**src/rtl/fca_pkg.sv**
```systemverilog
// Shared types, register indexes and helpers for the FAT16 cluster address unit.
`timescale 1ns / 1ps

package fca_pkg;

  localparam int unsigned ClusterW  = 16;
  localparam int unsigned EntryW    = 16;
  localparam int unsigned LbaW      = 32;
  localparam int unsigned OffsetW   = 12;
  localparam int unsigned CfgIdxW   = 3;
  localparam int unsigned CfgDataW  = 32;
  localparam int unsigned ShiftW    = 4;
  localparam int unsigned CshW      = 3;
  localparam int unsigned FirstDataW = 25;
  localparam int unsigned RootSecW  = 13;
  localparam int unsigned ProdW     = 24;

  localparam logic [CfgIdxW-1:0] RegSectorLog2   = 3'd0;
  localparam logic [CfgIdxW-1:0] RegClusterLog2  = 3'd1;
  localparam logic [CfgIdxW-1:0] RegReserved     = 3'd2;
  localparam logic [CfgIdxW-1:0] RegFatCopies    = 3'd3;
  localparam logic [CfgIdxW-1:0] RegFatLength    = 3'd4;
  localparam logic [CfgIdxW-1:0] RegRootEntries  = 3'd5;
  localparam logic [CfgIdxW-1:0] RegVolumeSecs   = 3'd6;
  localparam logic [CfgIdxW-1:0] RegPartBase     = 3'd7;

  localparam logic [ClusterW-1:0] EndMark      = 16'hFFFF;
  localparam logic [EntryW-1:0]   EocMin       = 16'hFFF8;
  localparam logic [ClusterW-1:0] FirstCluster = 16'd2;
  localparam logic [ShiftW-1:0]   MinShift     = 4'd9;
  localparam logic [ShiftW-1:0]   MaxShift     = 4'd12;

  typedef struct packed {
    logic [ShiftW-1:0]   sector_size_log2;
    logic [CshW-1:0]     cluster_size_log2;
    logic [15:0]         reserved_sectors;
    logic [7:0]          fat_copies;
    logic [15:0]         fat_length;
    logic [15:0]         root_entries;
    logic [15:0]         volume_sectors;
    logic [LbaW-1:0]     partition_base;
  } cfg_t;

  function automatic logic [ShiftW-1:0] eff_shift(input logic [ShiftW-1:0] raw);
    logic [ShiftW-1:0] res;
    if (raw < MinShift) begin
      res = MinShift;
    end else if (raw > MaxShift) begin
      res = MaxShift;
    end else begin
      res = raw;
    end
    return res;
  endfunction

endpackage

```
**src/rtl/fca_cfg_regs.sv**
```systemverilog
// Configuration register file holding the boot-record geometry.
`timescale 1ns / 1ps

module fca_cfg_regs (
  input  logic                         clk_i,
  input  logic                         rst_ni,
  input  logic                         cfg_we_i,
  input  logic [fca_pkg::CfgIdxW-1:0]  cfg_idx_i,
  input  logic [fca_pkg::CfgDataW-1:0] cfg_wdata_i,
  output fca_pkg::cfg_t                cfg_o
);
  import fca_pkg::*;

  cfg_t cfg_q, cfg_d;

  always_comb begin
    cfg_d = cfg_q;
    if (cfg_we_i) begin
      unique case (cfg_idx_i)
        RegSectorLog2:  cfg_d.sector_size_log2  = cfg_wdata_i[ShiftW-1:0];
        RegClusterLog2: cfg_d.cluster_size_log2 = cfg_wdata_i[CshW-1:0];
        RegReserved:    cfg_d.reserved_sectors  = cfg_wdata_i[15:0];
        RegFatCopies:   cfg_d.fat_copies        = cfg_wdata_i[7:0];
        RegFatLength:   cfg_d.fat_length        = cfg_wdata_i[15:0];
        RegRootEntries: cfg_d.root_entries      = cfg_wdata_i[15:0];
        RegVolumeSecs:  cfg_d.volume_sectors    = cfg_wdata_i[15:0];
        RegPartBase:    cfg_d.partition_base    = cfg_wdata_i[LbaW-1:0];
        default:        cfg_d = cfg_q;
      endcase
    end
  end

  always_ff @(posedge clk_i or negedge rst_ni) begin
    if (!rst_ni) begin
      cfg_q.sector_size_log2  <= 4'd9;
      cfg_q.cluster_size_log2 <= 3'd0;
      cfg_q.reserved_sectors  <= 16'd1;
      cfg_q.fat_copies        <= 8'd2;
      cfg_q.fat_length        <= 16'd0;
      cfg_q.root_entries      <= 16'd512;
      cfg_q.volume_sectors    <= 16'd0;
      cfg_q.partition_base    <= 32'd2048;
    end else begin
      cfg_q <= cfg_d;
    end
  end

  assign cfg_o = cfg_q;

endmodule

```
**src/rtl/fca_pipe.sv**
```systemverilog
// Four-stage translation pipeline from cluster number to sector addresses.
`timescale 1ns / 1ps

module fca_pipe (
  input  logic                         clk_i,
  input  logic                         rst_ni,
  input  fca_pkg::cfg_t                cfg_i,
  input  logic                         in_valid_i,
  input  logic [fca_pkg::ClusterW-1:0] cluster_i,
  input  logic [fca_pkg::EntryW-1:0]   raw_entry_i,
  output logic                         out_valid_o,
  output logic [fca_pkg::LbaW-1:0]     data_lba_o,
  output logic [fca_pkg::LbaW-1:0]     table_lba_o,
  output logic [fca_pkg::OffsetW-1:0]  entry_offset_o,
  output logic                         in_range_o,
  output logic [fca_pkg::ClusterW-1:0] next_cluster_o,
  output logic                         chain_end_o,
  output logic [fca_pkg::ClusterW-1:0] cluster_count_o
);
  import fca_pkg::*;

  // Stage 1: product, root directory size, FAT entry position
  logic                   s1_valid_q;
  logic [ClusterW-1:0]    s1_cl_q;
  logic [EntryW-1:0]      s1_raw_q;
  logic [ProdW-1:0]       s1_prod_q;
  logic [RootSecW-1:0]    s1_root_q;
  logic [7:0]             s1_hi_q;
  logic [OffsetW-1:0]     s1_off_q;

  logic [ShiftW-1:0]      sh;
  logic [12:0]            bps_m1;
  logic [OffsetW-1:0]     off_mask;
  logic [21:0]            root_bytes;
  logic [21:0]            root_shr;
  logic [16:0]            byte_off;
  logic [16:0]            hi_shr;

  always_comb begin
    sh         = eff_shift(cfg_i.sector_size_log2);
    bps_m1     = (13'd1 << sh) - 13'd1;
    off_mask   = bps_m1[OffsetW-1:0];
    root_bytes = {1'b0, cfg_i.root_entries, 5'b0} + {9'd0, bps_m1};
    root_shr   = root_bytes >> sh;
    byte_off   = {cluster_i, 1'b0};
    hi_shr     = byte_off >> sh;
  end

  // Stage 2: first data sector and FAT sector address
  logic                   s2_valid_q;
  logic [ClusterW-1:0]    s2_cl_q;
  logic [EntryW-1:0]      s2_raw_q;
  logic [FirstDataW-1:0]  s2_fd_q;
  logic [LbaW-1:0]        s2_tlba_q;
  logic [OffsetW-1:0]     s2_off_q;

  // Stage 3: cluster count and data region base
  logic                   s3_valid_q;
  logic [ClusterW-1:0]    s3_cl_q;
  logic [EntryW-1:0]      s3_raw_q;
  logic [LbaW-1:0]        s3_tlba_q;
  logic [OffsetW-1:0]     s3_off_q;
  logic [ClusterW-1:0]    s3_count_q;
  logic [LbaW-1:0]        s3_base_q;

  logic [15:0]            data_secs;

  always_comb begin
    if ({9'd0, cfg_i.volume_sectors} > s2_fd_q) begin
      data_secs = cfg_i.volume_sectors - s2_fd_q[15:0];
    end else begin
      data_secs = 16'd0;
    end
  end

  // Stage 4: range check, data address, next cluster
  logic                   s4_valid_q;
  logic [LbaW-1:0]        s4_dlba_q;
  logic [LbaW-1:0]        s4_tlba_q;
  logic [OffsetW-1:0]     s4_off_q;
  logic                   s4_ok_q;
  logic [ClusterW-1:0]    s4_next_q;
  logic [ClusterW-1:0]    s4_count_q;

  logic                   ok;
  logic [ClusterW-1:0]    rel;
  logic [22:0]            rel_shl;
  logic [ClusterW-1:0]    next_d;

  always_comb begin
    ok      = (s3_cl_q >= FirstCluster) &&
              ({1'b0, s3_cl_q} < ({1'b0, s3_count_q} + {1'b0, FirstCluster}));
    rel     = s3_cl_q - FirstCluster;
    rel_shl = {7'd0, rel} << cfg_i.cluster_size_log2;
    if (ok && (s3_raw_q < EocMin)) begin
      next_d = s3_raw_q;
    end else begin
      next_d = EndMark;
    end
  end

  always_ff @(posedge clk_i or negedge rst_ni) begin
    if (!rst_ni) begin
      s1_valid_q <= 1'b0;
      s2_valid_q <= 1'b0;
      s3_valid_q <= 1'b0;
      s4_valid_q <= 1'b0;
    end else begin
      s1_valid_q <= in_valid_i;
      s2_valid_q <= s1_valid_q;
      s3_valid_q <= s2_valid_q;
      s4_valid_q <= s3_valid_q;
    end
  end

  always_ff @(posedge clk_i) begin
    s1_cl_q   <= cluster_i;
    s1_raw_q  <= raw_entry_i;
    s1_prod_q <= cfg_i.fat_copies * cfg_i.fat_length;
    s1_root_q <= root_shr[RootSecW-1:0];
    s1_hi_q   <= hi_shr[7:0];
    s1_off_q  <= byte_off[OffsetW-1:0] & off_mask;

    s2_cl_q   <= s1_cl_q;
    s2_raw_q  <= s1_raw_q;
    s2_fd_q   <= {9'd0, cfg_i.reserved_sectors} + {1'b0, s1_prod_q}
                 + {12'd0, s1_root_q};
    s2_tlba_q <= cfg_i.partition_base + {16'd0, cfg_i.reserved_sectors}
                 + {24'd0, s1_hi_q};
    s2_off_q  <= s1_off_q;

    s3_cl_q    <= s2_cl_q;
    s3_raw_q   <= s2_raw_q;
    s3_tlba_q  <= s2_tlba_q;
    s3_off_q   <= s2_off_q;
    s3_count_q <= data_secs >> cfg_i.cluster_size_log2;
    s3_base_q  <= cfg_i.partition_base + {7'd0, s2_fd_q};

    s4_dlba_q  <= ok ? (s3_base_q + {9'd0, rel_shl}) : '0;
    s4_tlba_q  <= s3_tlba_q;
    s4_off_q   <= s3_off_q;
    s4_ok_q    <= ok;
    s4_next_q  <= next_d;
    s4_count_q <= s3_count_q;
  end

  assign out_valid_o     = s4_valid_q;
  assign data_lba_o      = s4_dlba_q;
  assign table_lba_o     = s4_tlba_q;
  assign entry_offset_o  = s4_off_q;
  assign in_range_o      = s4_ok_q;
  assign next_cluster_o  = s4_next_q;
  assign chain_end_o     = (s4_next_q == EndMark);
  assign cluster_count_o = s4_count_q;

endmodule

```
**src/rtl/fat16_cluster_address_unit_top.sv**
```systemverilog
// Top level of the FAT16 cluster address unit.
`timescale 1ns / 1ps
//
// Translates a FAT16 cluster number into the LBA of its first data sector,
// the LBA and byte offset of its FAT entry, and the next cluster of the chain.
// Command channel: a transaction is taken at a rising edge with start high
// and busy low; cluster_i and raw_entry_i are sampled at that edge.
// Result channel: done_o is high for one cycle with all result ports valid;
// the receiver cannot stall, so results are never held or dropped.
// Configuration: cfg_we_i writes cfg_wdata_i into register cfg_idx_i at a
// rising edge; write only while no transaction is in flight.
// Pipeline: a transaction passes through four register stages (geometry
// product, first data sector, cluster count, range check), and done_o
// is high with its result after the last of them.
// Throughput: one transaction per cycle, back to back.
// Reset: registers return to their default geometry, the pipeline empties,
// and busy stays high until the first clock edge after reset release.
//
module fat16_cluster_address_unit_top (
  input  logic                         clk_i,
  input  logic                         rst_ni,
  input  logic                         start,
  output logic                         busy,
  input  logic [fca_pkg::ClusterW-1:0] cluster_i,
  input  logic [fca_pkg::EntryW-1:0]   raw_entry_i,
  output logic                         done_o,
  output logic [fca_pkg::LbaW-1:0]     data_lba_o,
  output logic [fca_pkg::LbaW-1:0]     table_lba_o,
  output logic [fca_pkg::OffsetW-1:0]  entry_offset_o,
  output logic                         in_range_o,
  output logic [fca_pkg::ClusterW-1:0] next_cluster_o,
  output logic                         chain_end_o,
  output logic [fca_pkg::ClusterW-1:0] cluster_count_o,
  input  logic                         cfg_we_i,
  input  logic [fca_pkg::CfgIdxW-1:0]  cfg_idx_i,
  input  logic [fca_pkg::CfgDataW-1:0] cfg_wdata_i
);
  import fca_pkg::*;

  cfg_t cfg;
  logic busy_q;

  always_ff @(posedge clk_i or negedge rst_ni) begin
    if (!rst_ni) begin
      busy_q <= 1'b1;
    end else begin
      busy_q <= 1'b0;
    end
  end

  assign busy = busy_q;

  fca_cfg_regs u_cfg (
    .clk_i       (clk_i),
    .rst_ni      (rst_ni),
    .cfg_we_i    (cfg_we_i),
    .cfg_idx_i   (cfg_idx_i),
    .cfg_wdata_i (cfg_wdata_i),
    .cfg_o       (cfg)
  );

  fca_pipe u_pipe (
    .clk_i           (clk_i),
    .rst_ni          (rst_ni),
    .cfg_i           (cfg),
    .in_valid_i      (start && !busy_q),
    .cluster_i       (cluster_i),
    .raw_entry_i     (raw_entry_i),
    .out_valid_o     (done_o),
    .data_lba_o      (data_lba_o),
    .table_lba_o     (table_lba_o),
    .entry_offset_o  (entry_offset_o),
    .in_range_o      (in_range_o),
    .next_cluster_o  (next_cluster_o),
    .chain_end_o     (chain_end_o),
    .cluster_count_o (cluster_count_o)
  );

endmodule

```
**config.mk**
```make
export PLATFORM = sky130hd
export DESIGN_NAME = fat16_cluster_address_unit_top
export DESIGN_NICKNAME = d
export VERILOG_FILES = /design/src/rtl/fca_pkg.sv /design/src/rtl/fca_cfg_regs.sv /design/src/rtl/fca_pipe.sv /design/src/rtl/fat16_cluster_address_unit_top.sv
export SDC_FILE = /design/constraint.sdc
export NUM_CORES = 1
export LEC_CHECK = 0
export BUFFER_PORTS_ARGS = -buffer_cell sky130_fd_sc_hd__buf_2
export CAP_MARGIN = 0
export CORE_UTILIZATION = 40
export DETAILED_ROUTE_END_ITERATION = 7
export GPL_ROUTABILITY_DRIVEN = 0
export SYNTH_ARGS = -nofsm -noshare
export SYNTH_HDL_FRONTEND = slang
export SYNTH_SLANG_ARGS = --single-unit
```
**constraint.sdc**
```tcl
create_clock -name clk_i -period 5.8 [get_ports clk_i]
set_input_delay 0 -clock clk_i [delete_from_list [all_inputs] [get_ports clk_i]]
set_output_delay 0 -clock clk_i [all_outputs]
set_load 0.01 [all_outputs]
```
==> flow_metrics.env <==
export IMPL_setup_viol=0
export IMPL_critical_path_class="reg -> reg"
export IMPL_dp_cells=3437
export IMPL_rsz0062_at_grt="false"
export IMPL_power_density_nw_per_um2=631
export IMPL_dpl_hpwl_um=46200
export IMPL_stdcell_count=3642
export IMPL_setup_tns_ns=0
export IMPL_die_x_um=256
export IMPL_clk_pin_slew_ns=0.06
export IMPL_reg2reg_setup_slack_ns=0.29
export IMPL_grt_max_degree=59
export IMPL_relSlewSlack_pct=20.9
export IMPL_cts_root_buf="clkbuf_16"
export IMPL_io_pins=183
export IMPL_cap_viol_max_count=0
export IMPL_vias=18400
export IMPL_period_needed_ns=5.51
export IMPL_leakage_uw=0.0140
export IMPL_antenna_found_initial=0
export IMPL_ys_types=86
export IMPL_port_buffers=181
export IMPL_netlist_area_um2=25800
export IMPL_multi_input_area_um2=13600
export IMPL_fmax_mhz=182
export IMPL_cp_arrival_ns=5.99
export IMPL_cp_slowest_stage_delay_ns=0.69
export IMPL_path_cells="nand2_1 > fa_1 > inv_1 > fa_1 > fa_1 > fa_1 > ha_1 > or4_1 > and3_1 > o41ai_1 > o211ai_1 > a41oi_1 > o21bai_1 > xor2_1"
export IMPL_crit_end="u_pipe.s1_prod_q[22]"
export IMPL_cts_setup_buffers=0
export IMPL_status="completed"
export IMPL_synth_seq_cells=535
export IMPL_nets=3106
export IMPL_clkSinkCount=535
export IMPL_core_rowCount=92
export IMPL_crit_slowest_cell="dfrtp_1"
export IMPL_worstSetupStartpoint="u_cfg.cfg_o[87]"
export IMPL_regToRegStartpoint="u_cfg.cfg_o[87]"
export IMPL_final_cell_mix="dfxtp_1 (419), nand2_1 (188), buf_2 (180)"
export IMPL_period_share_pct=94.9
export IMPL_die_h_um=256
export IMPL_clockBufferDepth=3
export IMPL_seq_area_frac_synth_pct=43.7
export IMPL_clock_latency_ns=0.63
export IMPL_dieArea_um2=65600
export IMPL_area_delta_synth_final_pct=18.4
export IMPL_syn_inst=2475
export IMPL_wl_per_cell_um=16.7
export IMPL_cp_max_fo=17
export IMPL_drc=0
export IMPL_grt_pass1_wl_um=98900
export IMPL_synth_area_leaders="dfxtp_1 (32%), dfrtp_1 (11%), ha_1 (8.6%)"
export IMPL_crit_path_start_kind="flop"
export IMPL_hold_viol=0
export IMPL_yosysWarnings=0
export IMPL_dr_pass1_iters=5
export IMPL_routed_via_density=5.05
export IMPL_irDropWorstVdd_v=0.000451
export IMPL_synth_top_area_share_pct=32.5
export IMPL_critPathCaptureType="flop"
export IMPL_critPathRequiredTime_ns=6.29
export IMPL_initial_core_util_pct=40.7
export IMPL_cts_tree="yes"
export IMPL_cts_inserted_buffers=58
export IMPL_finalMaxSlewViolations=0
export IMPL_reg2reg_to="u_pipe.s1_prod_q[22]"
export IMPL_async_flop_share_pct=21.7
export IMPL_avgSynthCellArea_um2=10.4
export IMPL_hold_path_startpoint="cluster_i[1]"
export IMPL_synth_top_area_cell="dfxtp_1"
export IMPL_crit_top_cell="fa_1"
export IMPL_worst_path_buf_inv=1
export IMPL_ant_nets=0
export IMPL_grt_usage_pct=18.5
export IMPL_crit_family="adder cells"
export IMPL_drtIter0Drc=1007
export IMPL_grt_pass1_vias=18800
export IMPL_nFillCells=5834
export IMPL_tightest_slew_ns=1.18
export IMPL_fin_worst_skew_ns=0.0330
export IMPL_core_area_um2=63400
export IMPL_synth_edf_count=0
export IMPL_final_layout_size_suffix_gt1_share_pct=15.8
export IMPL_ff_latch_area_um2=11300
export IMPL_wl_um=60700
export IMPL_final_common_cell="dfxtp_1"
export IMPL_synth_ff_type="dfxtp_1"
export IMPL_reg2regPathDepth=14
export IMPL_path_depth=14
export IMPL_overflow=0
export IMPL_hold_path_class="in -> reg"
export IMPL_cts_max_level=2
power by group:
| part | internal (uW) | switching [uW] | leakage [uW] |
|---|---|---|---|
| combinational | 4530 | 5590 | 0.00808 |
| sequential | 4750 | 629 | 0.00489 |
| clock | 2260 | 1530 | 0.000998 |
| total | 11500 | 7750 | 0.0140 |
sequential cells by signal, indices dropped and copies added, names as in the netlist, 24 cells and up:
name and flops:
u_pipe.table_lba_o 32, u_pipe.s2_fd_q 25, u_pipe.s2_tlba_q 32, u_cfg.cfg_o 111
u_pipe.s1_prod_q 24, u_pipe.s3_base_q 32, u_pipe.s3_tlba_q 32, u_pipe.data_lba_o 32
logic make-up (layout without fill, tap and decap cells):
logic type | after synthesis | in the layout | share of synthesized area [%]
AOI/OAI and AO/OA | 446 | 446 | 11.3
xor gates and xnor gates | 163 | 163 | 5.53
adders and majority gates | 289 | 289 | 17.2
buffers and inverters | 243 | 557 | 3.61
DFF | 535 | 535 | 43.7
muxes | 144 | 144 | 6.33
other | 2 | 9 | 0.0291
and+or+nand+nor | 653 | 653 | 12.2
through the flow:
step	worst slack (ns)	cell area (um^2)	hold slack [ns]	power, uW	utilization (%)
floorplan	1.05	25900	-0.296	13000	-
CTS	0.346	30600	0.000952	19400	48.2
global route	0.0473	30600	0.0291	21000	48.2
finish	0.295	30600	0.0333	19300	48.2
detailed placement	0.369	27600	0.104	15500	43.5
global placement	0.470	27600	0.102	15200	43.5
cells in the mapped netlist (all sizes together) (56+ instances only):
cell,number
dfxtp,419
nand2,188
ha,178
nor2,165
inv,160
a21oi,122
mux2,118
fa,111
dfrtp,109
o21ai,107
xnor2,104
and2,71
clkbuf,62
xor2,59
a21o,56
worst register-to-register path: stages, from the launching register on:
cell and delay (ns):
dfrtp_1 0.69, nand2_1 0.17, fa_1 0.59, inv_1 0.07
fa_1 0.50, fa_1 0.52, fa_1 0.49, ha_1 0.27
or4_1 0.53, and3_1 0.22, o41ai_1 0.65, o211ai_1 0.22
a41oi_1 0.23, o21bai_1 0.10, xor2_1 0.15
what timing repair did:
item	4_1_cts	5_1_grt
resized for setup	0	0
hold buffers	94	1
hold endpoints to repair	221	1
layer usage:
metal,global-route usage (%),wire (um)
met5,0,0
met4,6.39,1870
met3,2.34,2340
met2,32.5,29600
met1,23.3,26900
final cells by class:
| cell class | count | area share, % |
|---|---|---|
| multi-input cells | 1703 | 44.6 |
| flip-flops and latches | 535 | 36.9 |
| repair buffers | 287 | 6.35 |
| clock buffers | 82 | 5.61 |
| well taps | 846 | 3.46 |
| inverters | 161 | 1.98 |
| clock inverters | 27 | 1.09 |
| diodes | 1 | 0.00818 |
worst min-delay path by stage:
| stage | end | slack [ns] | cells past startpoint |
|---|---|---|---|
| floorplan | u_cfg.cfg_o[0] | -0.30 | 0 |
| detailed placement | u_pipe.s1_raw_q[4] | 0.10 | 1 |
| CTS | u_pipe.s1_off_q[7] | 0.001 | 2 |
| global placement | u_pipe.s1_raw_q[9] | 0.10 | 1 |
| finish | u_pipe.s1_cl_q[1] | 0.03 | 2 |
| global route | u_pipe.s1_off_q[8] | 0.03 | 2 |
Note: power is estimated with default switching activity, not from simulation.
